--- config.mk ---
export PLATFORM = sky130hd
export DESIGN_NAME = round_robin_wait_time_calc_core
export DESIGN_NICKNAME = d
export VERILOG_FILES = /design/src/hdl/rrwt_pkg.sv /design/src/hdl/round_robin_wait_time_calc_core.sv /design/src/hdl/rrwt_ram.sv /design/src/hdl/rrwt_div.sv
export VERILOG_INCLUDE_DIRS = /design/src /design/src/hdl
export SDC_FILE = /design/constraint.sdc
export NUM_CORES = 2
export LEC_CHECK = 0
export BUFFER_PORTS_ARGS = -buffer_cell sky130_fd_sc_hd__clkbuf_2
export CAP_MARGIN = 20
export CORE_MARGIN = 3
export CORE_UTILIZATION = 45
export DETAILED_ROUTE_END_ITERATION = 12
export GPL_ROUTABILITY_DRIVEN = 0
export SYNTH_ARGS = -nofsm -noshare
export SYNTH_HDL_FRONTEND = slang
export SYNTH_SLANG_ARGS = --single-unit
--- constraint.sdc ---
create_clock -name clock -period 7.2 [get_ports clock]
set_input_delay 0.36 -clock clock [delete_from_list [all_inputs] [get_ports clock]]
set_output_delay 0.36 -clock clock [all_outputs]
set_load 0.02 [all_outputs]
--- src/hdl/round_robin_wait_time_calc_core_defines.svh ---
// Assertion macros shared by the round-robin wait time calculator.
`ifndef ROUND_ROBIN_WAIT_TIME_CALC_CORE_DEFINES_SVH
`define ROUND_ROBIN_WAIT_TIME_CALC_CORE_DEFINES_SVH

// The consequent holds in the same cycle as the antecedent.
`define RRWT_ASSERT_SAME(label, clk, rst, ante, cons) \
   label: assert property (@(posedge clk) disable iff (rst) (ante) |-> (cons)) \
      else $error("rrwt assertion failed");

// The consequent holds in the cycle after the antecedent.
`define RRWT_ASSERT_NEXT(label, clk, rst, ante, cons) \
   label: assert property (@(posedge clk) disable iff (rst) (ante) |=> (cons)) \
      else $error("rrwt assertion failed");

`endif

--- src/hdl/rrwt_pkg.sv ---
// Package with the constants, state type and divider status type of the calculator.
package rrwt_pkg;

   localparam int MaxProcs   = 32;
   localparam int AddrW      = $clog2(MaxProcs);
   localparam int BurstW     = 16;
   localparam int QuantW     = 16;
   localparam int TimeW      = 21;
   localparam int TotalW     = 26;
   localparam int IndexW     = 5;
   localparam int CapW       = 17;
   localparam int DivCntW    = $clog2(BurstW);
   localparam int RspFieldsW = IndexW + 2 * TimeW + 2 * TotalW;
   localparam int RspDataW   = ((RspFieldsW + 7) / 8) * 8;

   localparam logic [QuantW-1:0] QuantumReset = QuantW'(2);

   typedef enum logic [3:0] {
      ST_LOAD,
      ST_RD_I,
      ST_CHK_I,
      ST_DIV_WAIT,
      ST_CAP,
      ST_RD_J,
      ST_ACC_J,
      ST_WR_F,
      ST_RD_E,
      ST_LD_E
   } state_type;

   typedef struct packed {
      logic busy;
      logic done;
   } div_stat_type;

endpackage

--- src/hdl/round_robin_wait_time_calc_core.sv ---
// Top level of the round-robin waiting and turnaround time calculator.
//
//   Port group  Direction  Contents
//   req_        in         burst_time in tdata, last_process in tlast
//   rsp_        out        index, waiting, turnaround and totals in tdata, last row in tlast
//   csr_        in         quantum write, no read-back
//
// Loading accepts one transfer per cycle; req_tready is high only while loading.
// For a process with a nonzero burst the service pass runs the remainder divider on its burst
// and then reads the burst memory once per process of the batch.
// A process with a zero burst skips both and goes from the burst check to writing its finish.
// Each row is read in ST_RD_E and loaded in ST_LD_E, as both memories have registered reads.
// A stalled rsp_ side holds the output register; the next batch loads while the last row waits.
// Reset is synchronous and clears the control state and sets the quantum to 2.
`include "round_robin_wait_time_calc_core_defines.svh"

module round_robin_wait_time_calc_core (
   input  logic                           clock,
   input  logic                           reset,
   input  logic                           req_tvalid,
   output logic                           req_tready,
   input  logic [rrwt_pkg::BurstW-1:0]    req_tdata,   // burst_time
   input  logic                           req_tlast,   // last_process
   output logic                           rsp_tvalid,
   input  logic                           rsp_tready,
   // process_index, waiting_time, turnaround_time, total_waiting, total_turnaround, zero pad
   output logic [rrwt_pkg::RspDataW-1:0]  rsp_tdata,
   output logic                           rsp_tlast,   // last_result
   input  logic                           csr_wr_en,
   input  logic [rrwt_pkg::QuantW-1:0]    csr_wr_data  // quantum
);

   rrwt_pkg::state_type           state_ff, state_in;
   logic [rrwt_pkg::QuantW-1:0]   quantum_ff, quantum_in;
   logic [rrwt_pkg::QuantW-1:0]   q_eff;
   logic [rrwt_pkg::AddrW-1:0]    cnt_ff, cnt_in;
   logic [rrwt_pkg::AddrW-1:0]    last_idx_ff, last_idx_in;
   logic [rrwt_pkg::AddrW-1:0]    idx_ff, idx_in;
   logic [rrwt_pkg::AddrW-1:0]    jdx_ff, jdx_in;
   logic [rrwt_pkg::BurstW-1:0]   bi_ff, bi_in;
   logic [rrwt_pkg::TimeW-1:0]    t_ff, t_in;
   logic [rrwt_pkg::CapW-1:0]     cap_a_ff, cap_a_in;
   logic [rrwt_pkg::CapW-1:0]     cap_b_ff, cap_b_in;

   logic                          rsp_valid_ff, rsp_valid_in;
   logic                          rsp_last_ff, rsp_last_in;
   logic [rrwt_pkg::IndexW-1:0]   rsp_index_ff, rsp_index_in;
   logic [rrwt_pkg::TimeW-1:0]    rsp_wt_ff, rsp_wt_in;
   logic [rrwt_pkg::TimeW-1:0]    rsp_tat_ff, rsp_tat_in;
   logic [rrwt_pkg::TotalW-1:0]   rsp_totw_ff, rsp_totw_in;
   logic [rrwt_pkg::TotalW-1:0]   rsp_tott_ff, rsp_tott_in;

   logic                          accept;
   logic                          batch_end;
   logic                          slot_free;
   logic                          rsp_load;
   logic                          b_wr_en;
   logic [rrwt_pkg::AddrW-1:0]    b_rd_addr;
   logic [rrwt_pkg::BurstW-1:0]   b_rd_data;
   logic                          f_wr_en;
   logic [rrwt_pkg::TimeW-1:0]    f_rd_data;
   logic                          div_start;
   rrwt_pkg::div_stat_type        div_stat;
   logic [rrwt_pkg::QuantW-1:0]   div_rem;

   logic [rrwt_pkg::CapW-1:0]     cap_base;
   logic [rrwt_pkg::CapW-1:0]     cap_sel;
   logic [rrwt_pkg::CapW-1:0]     bj_ext;
   logic [rrwt_pkg::CapW-1:0]     served;
   logic [rrwt_pkg::TimeW-1:0]    wt_row;
   logic [rrwt_pkg::TotalW-1:0]   totw_base;
   logic [rrwt_pkg::TotalW-1:0]   tott_base;

   logic                          in_div_wait;
   logic                          cap_a_ok;

   rrwt_ram #(
      .Width (rrwt_pkg::BurstW),
      .Depth (rrwt_pkg::MaxProcs)
   ) u_burst_ram (
      .clock   (clock),
      .wr_en   (b_wr_en),
      .wr_addr (cnt_ff),
      .wr_data (req_tdata),
      .rd_addr (b_rd_addr),
      .rd_data (b_rd_data)
   );

   rrwt_ram #(
      .Width (rrwt_pkg::TimeW),
      .Depth (rrwt_pkg::MaxProcs)
   ) u_finish_ram (
      .clock   (clock),
      .wr_en   (f_wr_en),
      .wr_addr (idx_ff),
      .wr_data (t_ff),
      .rd_addr (idx_ff),
      .rd_data (f_rd_data)
   );

   rrwt_div u_div (
      .clock     (clock),
      .reset     (reset),
      .start     (div_start),
      .dividend  (b_rd_data),
      .divisor   (q_eff),
      .stat      (div_stat),
      .remainder (div_rem)
   );

   assign q_eff     = (quantum_ff == '0) ? rrwt_pkg::QuantW'(1) : quantum_ff;
   assign accept    = req_tvalid && req_tready;
   assign batch_end = req_tlast || (cnt_ff == rrwt_pkg::AddrW'(rrwt_pkg::MaxProcs - 1));
   assign slot_free = !rsp_valid_ff || rsp_tready;

   always_comb begin
      state_in = state_ff;
      case (state_ff)
         rrwt_pkg::ST_LOAD: begin
            if (accept && batch_end) begin
               state_in = rrwt_pkg::ST_RD_I;
            end
         end
         rrwt_pkg::ST_RD_I: begin
            state_in = rrwt_pkg::ST_CHK_I;
         end
         rrwt_pkg::ST_CHK_I: begin
            if (b_rd_data == '0) begin
               state_in = rrwt_pkg::ST_WR_F;
            end else begin
               state_in = rrwt_pkg::ST_DIV_WAIT;
            end
         end
         rrwt_pkg::ST_DIV_WAIT: begin
            if (div_stat.done) begin
               state_in = rrwt_pkg::ST_CAP;
            end
         end
         rrwt_pkg::ST_CAP: begin
            state_in = rrwt_pkg::ST_RD_J;
         end
         rrwt_pkg::ST_RD_J: begin
            state_in = rrwt_pkg::ST_ACC_J;
         end
         rrwt_pkg::ST_ACC_J: begin
            if (jdx_ff == last_idx_ff) begin
               state_in = rrwt_pkg::ST_WR_F;
            end else begin
               state_in = rrwt_pkg::ST_RD_J;
            end
         end
         rrwt_pkg::ST_WR_F: begin
            if (idx_ff == last_idx_ff) begin
               state_in = rrwt_pkg::ST_RD_E;
            end else begin
               state_in = rrwt_pkg::ST_RD_I;
            end
         end
         rrwt_pkg::ST_RD_E: begin
            state_in = rrwt_pkg::ST_LD_E;
         end
         rrwt_pkg::ST_LD_E: begin
            if (slot_free) begin
               if (idx_ff == last_idx_ff) begin
                  state_in = rrwt_pkg::ST_LOAD;
               end else begin
                  state_in = rrwt_pkg::ST_RD_E;
               end
            end
         end
         default: begin
            state_in = rrwt_pkg::ST_LOAD;
         end
      endcase
   end

   always_comb begin
      req_tready = 1'b0;
      b_wr_en    = 1'b0;
      b_rd_addr  = idx_ff;
      f_wr_en    = 1'b0;
      div_start  = 1'b0;
      rsp_load   = 1'b0;
      case (state_ff)
         rrwt_pkg::ST_LOAD: begin
            req_tready = 1'b1;
            b_wr_en    = req_tvalid;
         end
         rrwt_pkg::ST_CHK_I: begin
            div_start = (b_rd_data != '0);
         end
         rrwt_pkg::ST_RD_J: begin
            b_rd_addr = jdx_ff;
         end
         rrwt_pkg::ST_WR_F: begin
            f_wr_en = 1'b1;
         end
         rrwt_pkg::ST_LD_E: begin
            rsp_load = slot_free;
         end
         default: begin
            req_tready = 1'b0;
         end
      endcase
   end

   always_comb begin
      cap_base  = {1'b0, bi_ff} - {1'b0, div_rem};
      cap_sel   = (jdx_ff < idx_ff) ? cap_a_ff : cap_b_ff;
      bj_ext    = {1'b0, b_rd_data};
      served    = (bj_ext < cap_sel) ? bj_ext : cap_sel;
      wt_row    = f_rd_data - rrwt_pkg::TimeW'(b_rd_data);
      totw_base = (idx_ff == '0) ? '0 : rsp_totw_ff;
      tott_base = (idx_ff == '0) ? '0 : rsp_tott_ff;

      quantum_in  = csr_wr_en ? csr_wr_data : quantum_ff;
      cnt_in      = cnt_ff;
      last_idx_in = last_idx_ff;
      if (accept) begin
         cnt_in = batch_end ? '0 : cnt_ff + 1'b1;
         if (batch_end) begin
            last_idx_in = cnt_ff;
         end
      end

      idx_in   = idx_ff;
      jdx_in   = jdx_ff;
      bi_in    = bi_ff;
      t_in     = t_ff;
      cap_a_in = cap_a_ff;
      cap_b_in = cap_b_ff;
      case (state_ff)
         rrwt_pkg::ST_LOAD: begin
            idx_in = '0;
         end
         rrwt_pkg::ST_CHK_I: begin
            bi_in  = b_rd_data;
            t_in   = rrwt_pkg::TimeW'(b_rd_data);
            jdx_in = '0;
         end
         rrwt_pkg::ST_CAP: begin
            cap_a_in = cap_base + ((div_rem != '0) ? rrwt_pkg::CapW'(q_eff) : '0);
            cap_b_in = cap_base - ((div_rem == '0) ? rrwt_pkg::CapW'(q_eff) : '0);
         end
         rrwt_pkg::ST_ACC_J: begin
            jdx_in = jdx_ff + 1'b1;
            if (jdx_ff != idx_ff) begin
               t_in = t_ff + rrwt_pkg::TimeW'(served);
            end
         end
         rrwt_pkg::ST_WR_F: begin
            idx_in = (idx_ff == last_idx_ff) ? '0 : idx_ff + 1'b1;
         end
         rrwt_pkg::ST_LD_E: begin
            if (slot_free) begin
               idx_in = idx_ff + 1'b1;
            end
         end
         default: begin
            idx_in = idx_ff;
         end
      endcase

      rsp_index_in = rsp_index_ff;
      rsp_wt_in    = rsp_wt_ff;
      rsp_tat_in   = rsp_tat_ff;
      rsp_totw_in  = rsp_totw_ff;
      rsp_tott_in  = rsp_tott_ff;
      rsp_last_in  = rsp_last_ff;
      rsp_valid_in = rsp_valid_ff && !rsp_tready;
      if (rsp_load) begin
         rsp_valid_in = 1'b1;
         rsp_index_in = rrwt_pkg::IndexW'(idx_ff);
         rsp_wt_in    = wt_row;
         rsp_tat_in   = f_rd_data;
         rsp_totw_in  = totw_base + rrwt_pkg::TotalW'(wt_row);
         rsp_tott_in  = tott_base + rrwt_pkg::TotalW'(f_rd_data);
         rsp_last_in  = (idx_ff == last_idx_ff);
      end
   end

   always_ff @(posedge clock) begin
      if (reset) begin
         state_ff     <= rrwt_pkg::ST_LOAD;
         quantum_ff   <= rrwt_pkg::QuantumReset;
         cnt_ff       <= '0;
         last_idx_ff  <= '0;
         idx_ff       <= '0;
         jdx_ff       <= '0;
         rsp_valid_ff <= 1'b0;
      end else begin
         state_ff     <= state_in;
         quantum_ff   <= quantum_in;
         cnt_ff       <= cnt_in;
         last_idx_ff  <= last_idx_in;
         idx_ff       <= idx_in;
         jdx_ff       <= jdx_in;
         rsp_valid_ff <= rsp_valid_in;
      end
      bi_ff        <= bi_in;
      t_ff         <= t_in;
      cap_a_ff     <= cap_a_in;
      cap_b_ff     <= cap_b_in;
      rsp_last_ff  <= rsp_last_in;
      rsp_index_ff <= rsp_index_in;
      rsp_wt_ff    <= rsp_wt_in;
      rsp_tat_ff   <= rsp_tat_in;
      rsp_totw_ff  <= rsp_totw_in;
      rsp_tott_ff  <= rsp_tott_in;
   end

   assign rsp_tvalid = rsp_valid_ff;
   assign rsp_tlast  = rsp_last_ff;
   assign rsp_tdata  = {{(rrwt_pkg::RspDataW - rrwt_pkg::RspFieldsW){1'b0}},
                        rsp_tott_ff, rsp_totw_ff, rsp_tat_ff, rsp_wt_ff, rsp_index_ff};

   assign in_div_wait = (state_ff == rrwt_pkg::ST_DIV_WAIT);
   assign cap_a_ok    = (cap_a_ff >= rrwt_pkg::CapW'(bi_ff))
                        && ((cap_a_ff - rrwt_pkg::CapW'(bi_ff)) < rrwt_pkg::CapW'(q_eff));

   `RRWT_ASSERT_SAME(a_div_done_waited, clock, reset, div_stat.done, in_div_wait)
   `RRWT_ASSERT_SAME(a_div_busy, clock, reset, in_div_wait && !div_stat.done, div_stat.busy)
   `RRWT_ASSERT_NEXT(a_cap_bounds, clock, reset, state_ff == rrwt_pkg::ST_CAP, cap_a_ok)
   `RRWT_ASSERT_SAME(a_finish_covers_burst, clock, reset, f_wr_en, t_ff >= rrwt_pkg::TimeW'(bi_ff))

endmodule

--- src/hdl/rrwt_ram.sv ---
// Generic simple dual-port RAM with one write port and a registered read port.
module rrwt_ram #(
   parameter int Width = 16,
   parameter int Depth = 32
) (
   input  logic                     clock,
   input  logic                     wr_en,
   input  logic [$clog2(Depth)-1:0] wr_addr,
   input  logic [Width-1:0]         wr_data,
   input  logic [$clog2(Depth)-1:0] rd_addr,
   output logic [Width-1:0]         rd_data
);

   logic [Width-1:0] mem [Depth];
   logic [Width-1:0] rd_data_ff;

   always_ff @(posedge clock) begin
      if (wr_en) begin
         mem[wr_addr] <= wr_data;
      end
      rd_data_ff <= mem[rd_addr];
   end

   assign rd_data = rd_data_ff;

endmodule

--- src/hdl/rrwt_div.sv ---
// Restoring divider that yields the remainder of a burst time by the quantum, one bit a cycle.
module rrwt_div (
   input  logic                         clock,
   input  logic                         reset,
   input  logic                         start,
   input  logic [rrwt_pkg::BurstW-1:0]  dividend,
   input  logic [rrwt_pkg::QuantW-1:0]  divisor,
   output rrwt_pkg::div_stat_type       stat,
   output logic [rrwt_pkg::QuantW-1:0]  remainder
);

   logic                          busy_ff, busy_in;
   logic                          done_ff, done_in;
   logic [rrwt_pkg::DivCntW-1:0]  cnt_ff, cnt_in;
   logic [rrwt_pkg::QuantW-1:0]   rem_ff, rem_in;
   logic [rrwt_pkg::BurstW-1:0]   dvd_ff, dvd_in;
   logic [rrwt_pkg::QuantW-1:0]   dvs_ff, dvs_in;
   logic [rrwt_pkg::QuantW:0]     trial;
   logic [rrwt_pkg::QuantW:0]     diff;
   logic                          last_step;

   always_comb begin
      trial     = {rem_ff, dvd_ff[rrwt_pkg::BurstW-1]};
      diff      = trial - {1'b0, dvs_ff};
      last_step = busy_ff && (cnt_ff == rrwt_pkg::DivCntW'(rrwt_pkg::BurstW - 1));
      busy_in   = busy_ff;
      cnt_in    = cnt_ff;
      rem_in    = rem_ff;
      dvd_in    = dvd_ff;
      dvs_in    = dvs_ff;
      done_in   = last_step;
      if (start) begin
         busy_in = 1'b1;
         cnt_in  = '0;
         rem_in  = '0;
         dvd_in  = dividend;
         dvs_in  = divisor;
      end else if (busy_ff) begin
         cnt_in = cnt_ff + 1'b1;
         dvd_in = dvd_ff << 1;
         if (trial >= {1'b0, dvs_ff}) begin
            rem_in = diff[rrwt_pkg::QuantW-1:0];
         end else begin
            rem_in = trial[rrwt_pkg::QuantW-1:0];
         end
         if (last_step) begin
            busy_in = 1'b0;
         end
      end
   end

   always_ff @(posedge clock) begin
      if (reset) begin
         busy_ff <= 1'b0;
         done_ff <= 1'b0;
         cnt_ff  <= '0;
      end else begin
         busy_ff <= busy_in;
         done_ff <= done_in;
         cnt_ff  <= cnt_in;
      end
      rem_ff <= rem_in;
      dvd_ff <= dvd_in;
      dvs_ff <= dvs_in;
   end

   assign stat.busy = busy_ff;
   assign stat.done = done_ff;
   assign remainder = rem_ff;

endmodule
==> results.py <==
metrics = {
    "sta": {
        "fin_crit_sh_pct": 91.5,
        "rsz0062_at_grt": "false",
        "whs_ns": 0.0934,
        "setup_viol": 0,
        "worstMarginPinSlew_ns": 1.18,
        "fin_tns_setup_ns": 0,
        "finClkSkew_ns": 0.0327,
        "period_needed_ns": 6.59,
        "finalHoldViolations": 0,
        "finalMaxSlewViolations": 0,
        "fmax_mhz": 152,
        "relSlewSlack_pct": 21.0,
    },
    "finish": {
        "final_util_pct": 51.5,
        "nNetsFinal": 4823,
        "drive_above_1_share_pct": 15.8,
        "fill_cells": 11600,
        "stdcell_count": 6627,
        "syn2layout_area_growth_pct": 13.6,
    },
    "power": {
        "seq_power_share_pct": 45.5,
        "max-vdd-ir-drop_uv": 191,
        "switching_share_pct": 28.0,
        "switchingPower_mw": 6.37,
        "pwr_density_cell_mw_per_mm2": 311,
        "p_int_mw": 16.3,
        "p_leak_nw": 25.3,
        "pwr-share-clk_pct": 34.8,
        "power_frac_comb_pct": 19.7,
    },
    "global_routing": {
        "grt_usage_pct": 21.6,
        "overflow": 0,
        "antenna_found_initial": 2,
        "grt_pass1_wl_mm": 239,
        "grt_pass1_vias": 36600,
        "grt_max_degree": 142,
    },
    "route": {
        "ant_nets": 0,
        "dr.pass1.iters": 6,
        "drtIter0Drc": 3821,
        "drc": 0,
        "routed-wl-met3_mm": 10.6,
        "top_layer": "met4",
        "wl_met2_mm": 74.5,
        "wl_met1_mm": 71.5,
        "wl_per_cell_um": 24.2,
        "via_per_inst": 5.75,
        "drt-total-wl_mm": 160,
        "vias": 38100,
    },
    "clock_network": {
        "cts.sinks": 1487,
        "clock_path_buffers": 3,
        "cts_buffers": 157,
        "clk_pin_slew_ns": 0.06,
        "cts_tree": "built",
        "cts_root_buf": "clkbuf_16",
        "post_cts_buffers": 0,
        "cts-htree-levels": 4,
        "clock_latency_ns": 0.80,
    },
    "yosys": {
        "async_reset_ff_share_pct": 0,
        "yosys_warnings": 0,
        "synth_edf_count": 1387,
        "synth_flop_cell": "edfxtp_1",
        "synth_top_cells_by_area": "edfxtp_1 (65%), mux4_2 (5.9%), ha_1 (3.3%)",
        "synthTopCellsByCount": "edfxtp_1 (1387), nand2_1 (510), nor2_1 (213)",
        "synth_top_area_share_pct": 64.8,
        "yosys.area.top_type": "edfxtp_1",
        "yosysMostFrequentCell": "edfxtp_1",
        "syn-cell-area_mm2": 0.0643,
        "syn_inst": 4373,
        "avgSynthCellArea_um2": 14.7,
        "ys_seq_area_share_pct": 67.9,
        "synth_cell_type_count": 82,
        "ys_seq_elements": 1487,
    },
    "setup_path": {
        "rr_endpoint": "t_ff[20]",
        "reg2reg_from": "jdx_ff[2]",
        "reg2reg_setup_slack_ns": 0.61,
        "path_class": "flop to flop",
        "path_max_fanout": 17,
        "arrival_ns": 7.23,
        "cp.required_ns": 7.84,
        "reg2regPathDepth": 23,
        "end_kind": "flop",
        "cp-start-kind": "flop",
    },
    "hold_path": {
        "min_path_cells": 3,
        "hold_start": "reset",
        "min_path_type": "input pin to flop",
        "hold-path-endpoint": "last_idx_ff[3]",
    },
    "die": {
        "coreArea_mm2": 0.142,
        "ios": 145,
        "die_x_um": 384,
        "rows": 138,
        "start_util_pct": 45.4,
        "die_h_um": 384,
        "die_area_mm2": 0.147,
    },
    "placement": {
        "dp_hpwl_mm": 99.8,
        "port_buffers": 139,
        "numPlacedInstances": 6312,
    },
    "outcome": {
        "status": "complete, no violations",
    },
    "run": {
        "maxCapViolCount": 0,
    },
}
## power by group through the flow
stage	clock network, mW	logic (mW)	registers (mW)
3_3_place_gp	0	4.21	10.6
4_1_cts	8.08	4.34	10.4
5_1_grt	8.42	5.02	10.4
6_report	7.90	4.47	10.3
2_1_floorplan	0	3.13	10.5
3_5_place_dp	0	4.30	10.6
## sequential cells by signal, summed over array words and instances (netlist names), 16 cells and up
| name | cells |
|---|---|
| u_burst_ram.mem | 512 |
| rsp_wt_ff | 21 |
| quantum_ff | 16 |
| u_div.dvd_ff | 16 |
| bi_ff | 16 |
| u_finish_ram.mem | 672 |
| rsp_tat_ff | 21 |
| u_div.remainder | 16 |
| rsp_totw_ff | 26 |
| cap_b_ff | 17 |
| u_burst_ram.rd_data | 16 |
| u_div.dvs_ff | 16 |
| rsp_tott_ff | 26 |
| cap_a_ff | 17 |
| t_ff | 21 |
| u_finish_ram.rd_data | 21 |
## stage by stage
| step | setup WS, ns | power [mW] | instance area, µm² |
|---|---|---|---|
| after floorplan | 0.123 | 13.6 | 64300 |
| after global placement | 0.627 | 14.8 | 67600 |
| after detailed placement | 0.606 | 14.9 | 67600 |
| after CTS | 0.519 | 22.8 | 72800 |
| after global routing | 0.162 | 23.8 | 73100 |
| final | 0.608 | 22.7 | 73100 |
## worst max-delay path by stage
stage / cells past startpoint / endpoint / slack (ns) / start
after detailed placement: 23 / t_ff[20] / 0.61 / jdx_ff[2]
after global placement: 25 / t_ff[20] / 0.63 / idx_ff[3]
after global routing: 23 / t_ff[20] / 0.16 / jdx_ff[2]
after floorplan: 30 / t_ff[20] / 0.12 / idx_ff[1]
after CTS: 23 / t_ff[20] / 0.52 / jdx_ff[2]
final: 23 / t_ff[20] / 0.61 / jdx_ff[2]
## layout make-up
| type | instances | area, µm² | share of cell area (%) |
|---|---|---|---|
| diodes | 3 | 7.51 | 0.0103 |
| inverters | 107 | 402 | 0.550 |
| clock buffers | 213 | 4250 | 5.82 |
| flip-flops and latches | 1487 | 43700 | 59.7 |
| well taps | 1890 | 2360 | 3.24 |
| repair buffers | 285 | 2110 | 2.88 |
| clock inverters | 73 | 787 | 1.08 |
| multi-input cells | 2569 | 19500 | 26.7 |
## worst max-delay path, stage by stage (launching register included)
cell and delay (ns):
dfxtp_1 0.50, ha_1 0.32, a21o_1 0.16, a21o_1 0.17, a211o_1 0.65, mux2i_1 0.35
ha_1 0.30, a21o_1 0.18, a21o_1 0.17, a21oi_1 0.23, o22ai_1 0.10, a2111oi_0 0.40
a21oi_2 0.13, mux2i_1 0.24, ha_1 0.23, inv_1 0.06, fa_1 0.42, nor2b_1 0.17
o31a_1 0.23, o211ai_1 0.17, a21boi_1 0.35, a211oi_1 0.21, or4_1 0.53, a21oi_1 0.15
## cell families (layout without fill, tap and decap cells)
| kind of cell | after synthesis | after routing | synth area share (%) |
|---|---|---|---|
| adder cells (fa/ha/maj) | 178 | 178 | 3.56 |
| XOR/XNOR | 120 | 120 | 1.63 |
| buffers and inverters | 322 | 678 | 2.15 |
| other | 1 | 9 | 0.00583 |
| flip-flops | 1487 | 1487 | 67.9 |
| AND/OR/NAND/NOR | 1237 | 1237 | 8.86 |
| multiplexers | 358 | 358 | 8.92 |
| AO/OA/AOI/OAI | 670 | 670 | 6.99 |
## routing by layer
layer / track usage [%] / vias to the layer above
met5: 0 / -
met4: 5.80 / 0
met3: 3.91 / 237
met2: 33.5 / 1279
met1: 31.5 / 19200
li1: - / 17300
## repair_timing
item                                    CTS  global route
endpoints found under the hold margin    17             0
gates resized for setup                   0             1
hold buffers                             17             0
endpoints found under the setup margin    0             1
## placed cells by master, fill, tap and decap left out, drive strengths merged, types with 36 or more instances in the layout
cell type and instances:
a21oi 155, dfxtp 100, nor2 213, nand4 44, mux2i 180, nand2 510, clkbuf 352, a22oi 84
clkinv 54, and2 65, and3 48, a31oi 36, ha 170, o21ai 113, buf 129, mux4 168
nor3 41, inv 112, xor2 40, nand3 200, a311oi 37, edfxtp 1387, a21o 54, xnor2 80
No activity file was read; power rests on OpenSTA's default activity.
